$ cat src/rtl/core/servo_bus_status_packet_receiver_macros.svh
// Assertion macros used by the servo-bus status packet receiver parser.
`ifndef SERVO_BUS_STATUS_PACKET_RECEIVER_MACROS_SVH
`define SERVO_BUS_STATUS_PACKET_RECEIVER_MACROS_SVH

// Same-cycle implication, disabled while reset is asserted.
`define SBSR_ASSERT_NOW(label, clk, rst_n, ante, cons, msg) \
	label: assert property (@(posedge clk) disable iff (!rst_n) (ante) |-> (cons)) \
		else $error(msg);

// Next-cycle implication, disabled while reset is asserted.
`define SBSR_ASSERT_NEXT(label, clk, rst_n, ante, cons, msg) \
	label: assert property (@(posedge clk) disable iff (!rst_n) (ante) |=> (cons)) \
		else $error(msg);

`endif

$ cat src/rtl/core/sbsr_pkg.sv
// Types and constants of the servo-bus status packet receiver.
package sbsr_pkg;

	localparam int TIME_W = 25;
	localparam int POS_W = 9;
	localparam int CFG_W = 16;
	localparam int CFG_IDX_W = 1;
	localparam int DEFAULT_BUFFER_BYTES = 128;

	localparam logic [7:0] HEADER_BYTE = 8'hFF;
	localparam logic [CFG_W-1:0] RESET_BASE_TIMEOUT = 16'd500;
	localparam logic [CFG_W-1:0] RESET_US_PER_BYTE = 16'd12;

	localparam logic [CFG_IDX_W-1:0] REG_BASE_TIMEOUT = 1'd0;
	localparam logic [CFG_IDX_W-1:0] REG_US_PER_BYTE = 1'd1;

	localparam logic KIND_PAYLOAD = 1'b0;
	localparam logic KIND_STATUS = 1'b1;

	typedef enum logic [1:0] {
		CMD_START = 2'd0,
		CMD_BYTE = 2'd1,
		CMD_TICK = 2'd2
	} cmd_t;

	typedef enum logic [2:0] {
		ST_OK = 3'd0,
		ST_CHECKSUM = 3'd1,
		ST_ID_MISMATCH = 3'd2,
		ST_OVERRUN = 3'd3,
		ST_TIMEOUT = 3'd4
	} status_t;

	typedef struct packed {
		logic [1:0] command;
		logic [7:0] rx_byte;
		logic [7:0] expected_id;
	} req_t;

	typedef struct packed {
		logic kind;
		logic [7:0] payload_byte;
		logic [2:0] status_code;
	} rsp_t;

endpackage

$ cat src/rtl/core/sbsr_req_if.sv
// Request channel: command, received byte and expected ID.
interface sbsr_req_if;
	logic valid;
	logic ready;
	logic [1:0] command;
	logic [7:0] rx_byte;
	logic [7:0] expected_id;

	modport source (output valid, output command, output rx_byte, output expected_id,
		input ready);
	modport sink (input valid, input command, input rx_byte, input expected_id,
		output ready);
endinterface

$ cat src/rtl/core/sbsr_rsp_if.sv
// Result channel: payload bytes and the final status of a packet.
interface sbsr_rsp_if;
	logic valid;
	logic ready;
	logic result_kind;
	logic [7:0] payload_byte;
	logic [2:0] status_code;

	modport source (output valid, output result_kind, output payload_byte,
		output status_code, input ready);
	modport sink (input valid, input result_kind, input payload_byte,
		input status_code, output ready);
endinterface

$ cat src/rtl/core/sbsr_cfg_if.sv
// Configuration write channel: register index and write data.
interface sbsr_cfg_if;
	logic valid;
	logic ready;
	logic index;
	logic [15:0] data;

	modport source (output valid, output index, output data, input ready);
	modport sink (input valid, input index, input data, output ready);
endinterface

$ cat src/rtl/core/servo_bus_status_packet_receiver.sv
// Top level of the servo-bus status packet receiver.
// Channels: req (sink) takes one request a cycle while rsp drains: command START
// with expected_id, BYTE with rx_byte, or TICK for one elapsed microsecond.
// rsp (source) gives payload bytes (error and parameter bytes of the reply) and
// one final status per packet. cfg writes base_timeout_us (index 0) and us_per_byte
// (index 1) and is always ready; write it only while no packet is in flight.
// Order: a request is first held in the input register, and its result is then
// loaded into the result register, which drives rsp.
// Throughput: one request per cycle while rsp keeps draining; the parser step
// is a single combinational pass from the input register to the result
// register, with one 8x16 multiply for the length-based deadline.
// Stall: when rsp holds ready low with a result waiting, the input register
// keeps its request and req.ready drops once that register is full.
// Reset: arst_n clears both registers' valid flags and the receive state, and
// loads the timeout registers with 500 us base and 12 us per byte.
module servo_bus_status_packet_receiver import sbsr_pkg::*; #(
	parameter int BUFFER_BYTES = DEFAULT_BUFFER_BYTES
) (
	input  logic       clk,
	input  logic       arst_n,
	sbsr_req_if.sink   req,
	sbsr_rsp_if.source rsp,
	sbsr_cfg_if.sink   cfg
);

	logic             valid_s1;
	req_t             item_s1;
	logic             advance;
	logic             out_free;
	logic             res_valid;
	rsp_t             res;
	logic [CFG_W-1:0] base_timeout_q;
	logic [CFG_W-1:0] us_per_byte_q;

	assign advance = valid_s1 && out_free;
	assign req.ready = !valid_s1 || advance;
	assign cfg.ready = 1'b1;

	always_ff @(posedge clk or negedge arst_n) begin
		if (!arst_n) begin
			valid_s1 <= 1'b0;
		end else if (req.ready) begin
			valid_s1 <= req.valid;
		end
	end

	always_ff @(posedge clk) begin
		if (req.ready && req.valid)
			item_s1 <= '{command: req.command, rx_byte: req.rx_byte,
				expected_id: req.expected_id};
	end

	always_ff @(posedge clk or negedge arst_n) begin
		if (!arst_n) begin
			base_timeout_q <= RESET_BASE_TIMEOUT;
			us_per_byte_q <= RESET_US_PER_BYTE;
		end else if (cfg.valid) begin
			unique case (cfg.index)
				REG_BASE_TIMEOUT: base_timeout_q <= cfg.data;
				REG_US_PER_BYTE:  us_per_byte_q <= cfg.data;
				default: begin
				end
			endcase
		end
	end

	sbsr_parser #(
		.BUFFER_BYTES(BUFFER_BYTES)
	) u_parser (
		.clk(clk),
		.arst_n(arst_n),
		.step(advance),
		.item(item_s1),
		.base_timeout_us(base_timeout_q),
		.us_per_byte(us_per_byte_q),
		.res_valid(res_valid),
		.res(res)
	);

	sbsr_out_reg u_out_reg (
		.clk(clk),
		.arst_n(arst_n),
		.load(advance && res_valid),
		.res(res),
		.free(out_free),
		.rsp(rsp)
	);

endmodule

$ cat src/rtl/core/sbsr_parser.sv
// Packet parser: receive state, checksum, timer and at most one result per request.
`include "servo_bus_status_packet_receiver_macros.svh"

module sbsr_parser import sbsr_pkg::*; #(
	parameter int BUFFER_BYTES = DEFAULT_BUFFER_BYTES
) (
	input  logic             clk,
	input  logic             arst_n,
	input  logic             step,
	input  req_t             item,
	input  logic [CFG_W-1:0] base_timeout_us,
	input  logic [CFG_W-1:0] us_per_byte,
	output logic             res_valid,
	output rsp_t             res
);

	localparam logic [POS_W-1:0] BUF_LIMIT = POS_W'(BUFFER_BYTES);
	localparam logic [TIME_W-1:0] TIME_MAX = {TIME_W{1'b1}};

	logic              receiving_q, receiving_d;
	logic              timer_running_q, timer_running_d;
	logic [POS_W-1:0]  byte_position_q, byte_position_d;
	logic [7:0]        wanted_id_q, wanted_id_d;
	logic [7:0]        reply_id_q, reply_id_d;
	logic [7:0]        announced_length_q, announced_length_d;
	logic              length_known_q, length_known_d;
	logic [7:0]        running_sum_q, running_sum_d;
	logic [TIME_W-1:0] elapsed_us_q, elapsed_us_d;
	logic [TIME_W-1:0] deadline_us_q, deadline_us_d;

	logic [TIME_W-1:0] deadline_base;
	logic [23:0]       length_time;
	logic [POS_W-1:0]  count;
	logic [TIME_W-1:0] elapsed_inc;
	logic [7:0]        b;

	assign b = item.rx_byte;
	assign deadline_base = timer_running_q ? deadline_us_q : TIME_W'(base_timeout_us);
	assign length_time = {16'd0, b} * {8'd0, us_per_byte};
	assign count = byte_position_q + POS_W'(1);
	assign elapsed_inc = (elapsed_us_q == TIME_MAX) ? elapsed_us_q
		: elapsed_us_q + TIME_W'(1);

	always_comb begin
		receiving_d = receiving_q;
		timer_running_d = timer_running_q;
		byte_position_d = byte_position_q;
		wanted_id_d = wanted_id_q;
		reply_id_d = reply_id_q;
		announced_length_d = announced_length_q;
		length_known_d = length_known_q;
		running_sum_d = running_sum_q;
		elapsed_us_d = elapsed_us_q;
		deadline_us_d = deadline_us_q;
		res_valid = 1'b0;
		res = '{kind: KIND_PAYLOAD, payload_byte: 8'd0, status_code: ST_OK};

		unique case (cmd_t'(item.command))
			CMD_START: begin
				receiving_d = 1'b1;
				timer_running_d = 1'b0;
				byte_position_d = '0;
				wanted_id_d = item.expected_id;
				reply_id_d = '0;
				announced_length_d = '0;
				length_known_d = 1'b0;
				running_sum_d = '0;
				elapsed_us_d = '0;
				deadline_us_d = '0;
			end
			CMD_BYTE: begin
				if (receiving_q) begin
					if (!timer_running_q) begin
						timer_running_d = 1'b1;
						elapsed_us_d = '0;
						deadline_us_d = deadline_base;
					end
					if (byte_position_q == POS_W'(0)) begin
						// drop anything but the first header byte
						if (b == HEADER_BYTE)
							byte_position_d = POS_W'(1);
					end else if (byte_position_q == POS_W'(1)) begin
						byte_position_d = (b == HEADER_BYTE) ? POS_W'(2) : POS_W'(0);
					end else begin
						byte_position_d = count;
						if (byte_position_q == POS_W'(2)) begin
							reply_id_d = b;
							running_sum_d = b;
						end else if (byte_position_q == POS_W'(3)) begin
							announced_length_d = b;
							length_known_d = 1'b1;
							running_sum_d = running_sum_q + b;
							deadline_us_d = deadline_base + TIME_W'(length_time);
							// zero length leaves no room for a checksum byte
							if (b == 8'd0) begin
								res_valid = 1'b1;
								res.kind = KIND_STATUS;
								res.status_code = ST_CHECKSUM;
							end
						end else if (length_known_q
							&& count == POS_W'(4) + POS_W'(announced_length_q)) begin
							res_valid = 1'b1;
							res.kind = KIND_STATUS;
							if (b != ~running_sum_q)
								res.status_code = ST_CHECKSUM;
							else if (reply_id_q != wanted_id_q)
								res.status_code = ST_ID_MISMATCH;
							else
								res.status_code = ST_OK;
						end else begin
							running_sum_d = running_sum_q + b;
							res_valid = 1'b1;
							if (count == BUF_LIMIT) begin
								res.kind = KIND_STATUS;
								res.status_code = ST_OVERRUN;
							end else begin
								res.payload_byte = b;
							end
						end
					end
				end
			end
			CMD_TICK: begin
				if (receiving_q && timer_running_q) begin
					elapsed_us_d = elapsed_inc;
					if (elapsed_inc >= deadline_us_q) begin
						res_valid = 1'b1;
						res.kind = KIND_STATUS;
						res.status_code = ST_TIMEOUT;
					end
				end
			end
			default: begin
			end
		endcase

		// any status ends the receive
		if (res_valid && res.kind == KIND_STATUS) begin
			receiving_d = 1'b0;
			timer_running_d = 1'b0;
		end
	end

	always_ff @(posedge clk or negedge arst_n) begin
		if (!arst_n) begin
			receiving_q <= 1'b0;
			timer_running_q <= 1'b0;
			byte_position_q <= '0;
			wanted_id_q <= '0;
			reply_id_q <= '0;
			announced_length_q <= '0;
			length_known_q <= 1'b0;
			running_sum_q <= '0;
			elapsed_us_q <= '0;
			deadline_us_q <= '0;
		end else if (step) begin
			receiving_q <= receiving_d;
			timer_running_q <= timer_running_d;
			byte_position_q <= byte_position_d;
			wanted_id_q <= wanted_id_d;
			reply_id_q <= reply_id_d;
			announced_length_q <= announced_length_d;
			length_known_q <= length_known_d;
			running_sum_q <= running_sum_d;
			elapsed_us_q <= elapsed_us_d;
			deadline_us_q <= deadline_us_d;
		end
	end

	`SBSR_ASSERT_NEXT(a_status_ends_receive, clk, arst_n,
		step && res_valid && res.kind == KIND_STATUS, !receiving_q && !timer_running_q,
		"status result did not end the receive")
	`SBSR_ASSERT_NOW(a_timer_needs_receive, clk, arst_n,
		timer_running_q, receiving_q, "timer running outside a receive")
	`SBSR_ASSERT_NOW(a_position_in_buffer, clk, arst_n,
		receiving_q, byte_position_q <= BUF_LIMIT, "byte position past buffer size")
	`SBSR_ASSERT_NOW(a_fields_exclusive, clk, arst_n,
		res_valid, (res.kind == KIND_PAYLOAD) ? (res.status_code == ST_OK)
		: (res.payload_byte == 8'd0), "payload and status fields both set")

endmodule

$ cat src/rtl/core/sbsr_out_reg.sv
// Result register in front of the result channel.
module sbsr_out_reg import sbsr_pkg::*; (
	input  logic        clk,
	input  logic        arst_n,
	input  logic        load,
	input  rsp_t        res,
	output logic        free,
	sbsr_rsp_if.source  rsp
);

	logic valid_q;
	rsp_t data_q;

	assign free = !valid_q || rsp.ready;

	always_ff @(posedge clk or negedge arst_n) begin
		if (!arst_n) begin
			valid_q <= 1'b0;
		end else if (load) begin
			valid_q <= 1'b1;
		end else if (rsp.ready) begin
			valid_q <= 1'b0;
		end
	end

	always_ff @(posedge clk) begin
		if (load)
			data_q <= res;
	end

	assign rsp.valid = valid_q;
	assign rsp.result_kind = data_q.kind;
	assign rsp.payload_byte = data_q.payload_byte;
	assign rsp.status_code = data_q.status_code;

endmodule
$ cat src/flat_wrapper.sv
// flat-port wrapper written by rule: the top's interface ports become plain ports
module servo_bus_status_packet_receiver_flat import sbsr_pkg::*;
#(
	parameter int BUFFER_BYTES = DEFAULT_BUFFER_BYTES
)
  (clk, arst_n, req_valid, req_command, req_rx_byte, req_expected_id, req_ready, rsp_valid, rsp_result_kind, rsp_payload_byte, rsp_status_code, rsp_ready, cfg_valid, cfg_index, cfg_data, cfg_ready);
  sbsr_req_if req_i ();
  sbsr_rsp_if rsp_i ();
  sbsr_cfg_if cfg_i ();
  input  logic clk;
  input  logic arst_n;
  input wire logic [$bits(req_i.valid)-1:0] req_valid;
  input wire logic [$bits(req_i.command)-1:0] req_command;
  input wire logic [$bits(req_i.rx_byte)-1:0] req_rx_byte;
  input wire logic [$bits(req_i.expected_id)-1:0] req_expected_id;
  output wire logic [$bits(req_i.ready)-1:0] req_ready;
  output wire logic [$bits(rsp_i.valid)-1:0] rsp_valid;
  output wire logic [$bits(rsp_i.result_kind)-1:0] rsp_result_kind;
  output wire logic [$bits(rsp_i.payload_byte)-1:0] rsp_payload_byte;
  output wire logic [$bits(rsp_i.status_code)-1:0] rsp_status_code;
  input wire logic [$bits(rsp_i.ready)-1:0] rsp_ready;
  input wire logic [$bits(cfg_i.valid)-1:0] cfg_valid;
  input wire logic [$bits(cfg_i.index)-1:0] cfg_index;
  input wire logic [$bits(cfg_i.data)-1:0] cfg_data;
  output wire logic [$bits(cfg_i.ready)-1:0] cfg_ready;
  assign req_i.valid = req_valid;
  assign req_i.command = req_command;
  assign req_i.rx_byte = req_rx_byte;
  assign req_i.expected_id = req_expected_id;
  assign req_ready = req_i.ready;
  assign rsp_valid = rsp_i.valid;
  assign rsp_result_kind = rsp_i.result_kind;
  assign rsp_payload_byte = rsp_i.payload_byte;
  assign rsp_status_code = rsp_i.status_code;
  assign rsp_i.ready = rsp_ready;
  assign cfg_i.valid = cfg_valid;
  assign cfg_i.index = cfg_index;
  assign cfg_i.data = cfg_data;
  assign cfg_ready = cfg_i.ready;
  servo_bus_status_packet_receiver #(.BUFFER_BYTES(BUFFER_BYTES)) u_core (.clk(clk), .arst_n(arst_n), .req(req_i), .rsp(rsp_i), .cfg(cfg_i));
endmodule
$ cat config.mk
export PLATFORM = sky130hd
export DESIGN_NAME = servo_bus_status_packet_receiver_flat
export DESIGN_NICKNAME = d
export VERILOG_FILES = /design/src/rtl/core/sbsr_pkg.sv /design/src/rtl/core/sbsr_req_if.sv /design/src/rtl/core/sbsr_rsp_if.sv /design/src/rtl/core/sbsr_cfg_if.sv /design/src/rtl/core/servo_bus_status_packet_receiver.sv /design/src/rtl/core/sbsr_parser.sv /design/src/rtl/core/sbsr_out_reg.sv /design/src/flat_wrapper.sv
export VERILOG_INCLUDE_DIRS = /design/src /design/src/rtl/core
export SDC_FILE = /design/constraint.sdc
export NUM_CORES = 1
export LEC_CHECK = 0
export ABC_AREA = 1
export BUFFER_PORTS_ARGS = -buffer_cell sky130_fd_sc_hd__buf_2
export CORE_AREA = 2 2 166 168
export DETAILED_ROUTE_END_ITERATION = 7
export DIE_AREA = 0 0 168 170
export PLACE_DENSITY = 0.71
export SYNTH_ARGS = -nofsm -noshare
export SYNTH_HDL_FRONTEND = slang
export SYNTH_HIERARCHICAL = 1
export SYNTH_SLANG_ARGS = --single-unit
export TNS_END_PERCENT = 30
$ cat constraint.sdc
create_clock -name clk -period 12.8 [get_ports clk]
set_input_delay 2.56 -clock clk [delete_from_list [all_inputs] [get_ports clk]]
set_output_delay 2.56 -clock clk [all_outputs]
set_load 0.05 [all_outputs]
==> impl_metrics.ini <==
[synth]
synth-main-ff-cell = dfrtp_1
synth_cells = 1894
yosys.area_share.simple_pct = 24.91
synth.area.mux_share_pct = 0
synth_seq_cells = 158
syn_nets = 2129
synth_xor_area_share_pct = 2.729
synth-async-reset-ratio_pct = 81.01
synth_top_family_by_area = simple AND/OR/NAND/NOR gates
syn_area_mm2 = 0.01444
synth.distinct_cells = 60
synth-adder-area-share_pct = 22.45
synth-compound-area-share_pct = 9.330
synth_edf_count = 30
synth-seq-area-share_pct = 28.48
synth.avg_cell_area_um2 = 7.626
yosysWarnings = 6

[floorplanning]
die_h_um = 170
io-pin-count = 55
rows = 60
core_region_area_mm2 = 0.02665
die_area_mm2 = 0.02856
chipWidth_um = 168
start_util_pct = 54.20

[critical_path]
worstSetupStartpointType = input pin
r2r_setup_slack_ns = 7.45
r2r_start = u_core/item_s1[9]$_DFFE_PP_
r2r_cells = 17
r2r_end = u_core/u_parser/deadline_us_q[16]$_DFFE_PN0P_
crit_required_ns = 10.24
cp_max_fo = 3
endpoint_kind = primary output
path_class = in -> out
startpoint = rsp_ready
arrival_ns = 3.14

[layout]
num-fill-cells = 2482
fin_area_mm2 = 0.01542
drive_gt1_share_pct = 9.119
diodes = 0
final_nets = 2141
post-route-util_pct = 57.86
multi_input_area_mm2 = 0.008591
seq_area_mm2 = 0.004114
flow.area_growth_from_synthesis_pct = 6.765

[clock_network]
post_cts_resized = 0
root_buffer = clkbuf_16
ctsLongestPathBuffers = 2
postCtsSetupBuffers = 0
path_clk_slew_ns = 0.07
insertion_delay_ns = 0.44
htree_num_levels = 4
cts-hold-fix-buffers = 0
clock_sinks = 158
cts_tree = done
cts_buffers = 17

[global_route]
grt_util_all_layers_pct = 27.05
grt_pass1_vias = 12270
grt_max_degree = 75
grt_pass1_wl_um = 61420
grt_overflow = 0
antenna_found_initial = 0

[worst_hold_path]
holdPathStages = 2
hp-start = u_core/item_s1[6]$_DFFE_PP_
min_to = u_core/u_parser/wanted_id_q[6]$_DFFE_PN0P_
holdCritPathClass = reg -> reg

[route]
viasPerCell = 5.388
drcViolationCount = 0
wirelength_um = 36310
vias = 12180
ant_nets = 0
drt-pass1-iter-count = 7
dr.first_iter.drc_count = 974
wire_per_inst_um = 16.07

[flow_run]
maxCapViolCount = 0

[sta]
worst_hold_slack_ns = 0.4300
setup_viol = 0
min_period_ns = 5.702
setup_tns_ns = 0
max_slew_margin_pct = 28.93
finClkSkew_ns = 0.01502
setup_ws_ns = 7.098
min_period_over_period_pct = 44.55
slew_violations = 0
max_freq_mhz = 175.4
hold_viol = 0
max_slew.worst_pin.slew_ns = 1.064
rsz0062_at_grt = no

[placement]
io_buffer_count = 53
place_ws_ns = 7.099
dpl_cell_area_mm2 = 0.01484
hpwl_um = 27880
gp_congestion = 0.9060

[power_and_ir_drop]
vdd_drop_max_v = 0.0001586
powerDensity_mw_per_mm2 = 217.2
leakagePower_nw = 8.353

[run_status]
outcome = finished clean
routing by layer:
layer  up-vias  global-route usage (%)  share of wire, %
met5         -                       0                 0
met3        56                   3.186               4.7
met4         0                   9.716               3.1
met1      5828                   34.46                43
met2       361                   47.74                49
li1       5932                       -                 -
per-stage QoR:
| step | cells | total power [W] |
|---|---|---|
| global route | 2260 | 0.003736 |
| floorplan | 1894 | 0.002340 |
| detailed placement | 2228 | 0.002802 |
| finish | 2260 | 0.003350 |
| global placement | 2228 | 0.002772 |
| CTS | 2260 | 0.003340 |
worst max-delay path: stages:
cell and delay (ns):
buf_2 0.08, inv_1 0.04, nand2_2 0.07, inv_1 0.06, nand2_1 0.07, buf_2 0.26
cell type report:
class	count	share of cell area, %
flip-flops and latches	158	26.68
well taps	341	2.767
repair buffers	59	2.028
clock buffers	17	2.759
multi-input cells	1301	55.71
clock inverters	15	1.014
inverters	369	9.047
where the power goes:
group	internal [W]	switching (W)	total, W
Clock	0.000276	0.000240	0.000516
Sequential	0.000601	0.0000860	0.000687
Combinational	0.000768	0.00138	0.00215
state kept, by name (all words and copies together) (netlist names), 3 cells and up:
register	count
u_core/u_out_reg/rsp.status_code	3
u_core/us_per_byte_q	16
u_core/u_parser/byte_position_q	9
u_core/u_parser/deadline_us_q	25
u_core/item_s1	18
u_core/u_parser/announced_length_q	8
u_core/u_parser/running_sum_q	8
u_core/u_parser/reply_id_q	8
u_core/u_parser/elapsed_us_q	25
u_core/u_parser/wanted_id_q	8
u_core/base_timeout_q	16
u_core/u_out_reg/rsp.payload_byte	8
worst max-delay path by stage:
stage	slack (ns)	cells past startpoint	to
after global placement	7.10	6	req_ready
after global routing	7.01	6	req_ready
after CTS	7.09	6	req_ready
after floorplan	7.18	4	req_ready
after detailed placement	7.10	6	req_ready
final	7.10	6	req_ready
layout by cell type, fill, tap and decap left out, types with 4 or more instances in the layout:
master,synthesis,final
nor2_1,75,75
nand3_2,8,8
nand2_4,5,5
nand2_2,14,14
nand3_1,90,90
nor3b_1,5,5
edfxtp_1,30,30
nor3_1,22,22
nor2_2,6,6
dfrtp_1,120,120
a22o_1,5,5
nor2_4,5,5
nor4_1,9,9
a21oi_1,85,84
inv_1,347,347
o22ai_1,7,7
buf_4,10,7
buf_2,13,52
o21ai_1,41,41
xnor2_1,7,7
inv_2,16,16
clkbuf_16,0,17
xor2_1,38,38
o21ai_0,85,85
fa_1,107,107
o211ai_1,4,4
nand2_1,533,533
nand4_1,26,26
ha_1,88,88
inv_6,1,5
dfstp_2,8,8
synthesized netlist by cell type, types with 22 or more instances:
master	instances	area (um2)
nand2_1	533	2001
inv_1	347	1303
dfrtp_1	120	3003
fa_1	107	2142
nand3_1	90	450.4
ha_1	88	1101
a21oi_1	85	425.4
o21ai_0	85	425.4
nor2_1	75	281.5
o21ai_1	41	205.2
xor2_1	38	332.8
edfxtp_1	30	900.9
nand4_1	26	162.7
clkbuf_1	22	82.58
nor3_1	22	110.1
cell families (layout without fill, tap and decap cells):
logic type	Yosys count	after routing
XOR/XNOR	45	45
other	1	1
AND/OR/NAND/NOR	814	814
flip-flops	158	158
adder cells (fa/ha/maj)	195	195
AO/OA/AOI/OAI	246	246
buffers and inverters	435	460
Power figures use the tool's default switching activity.
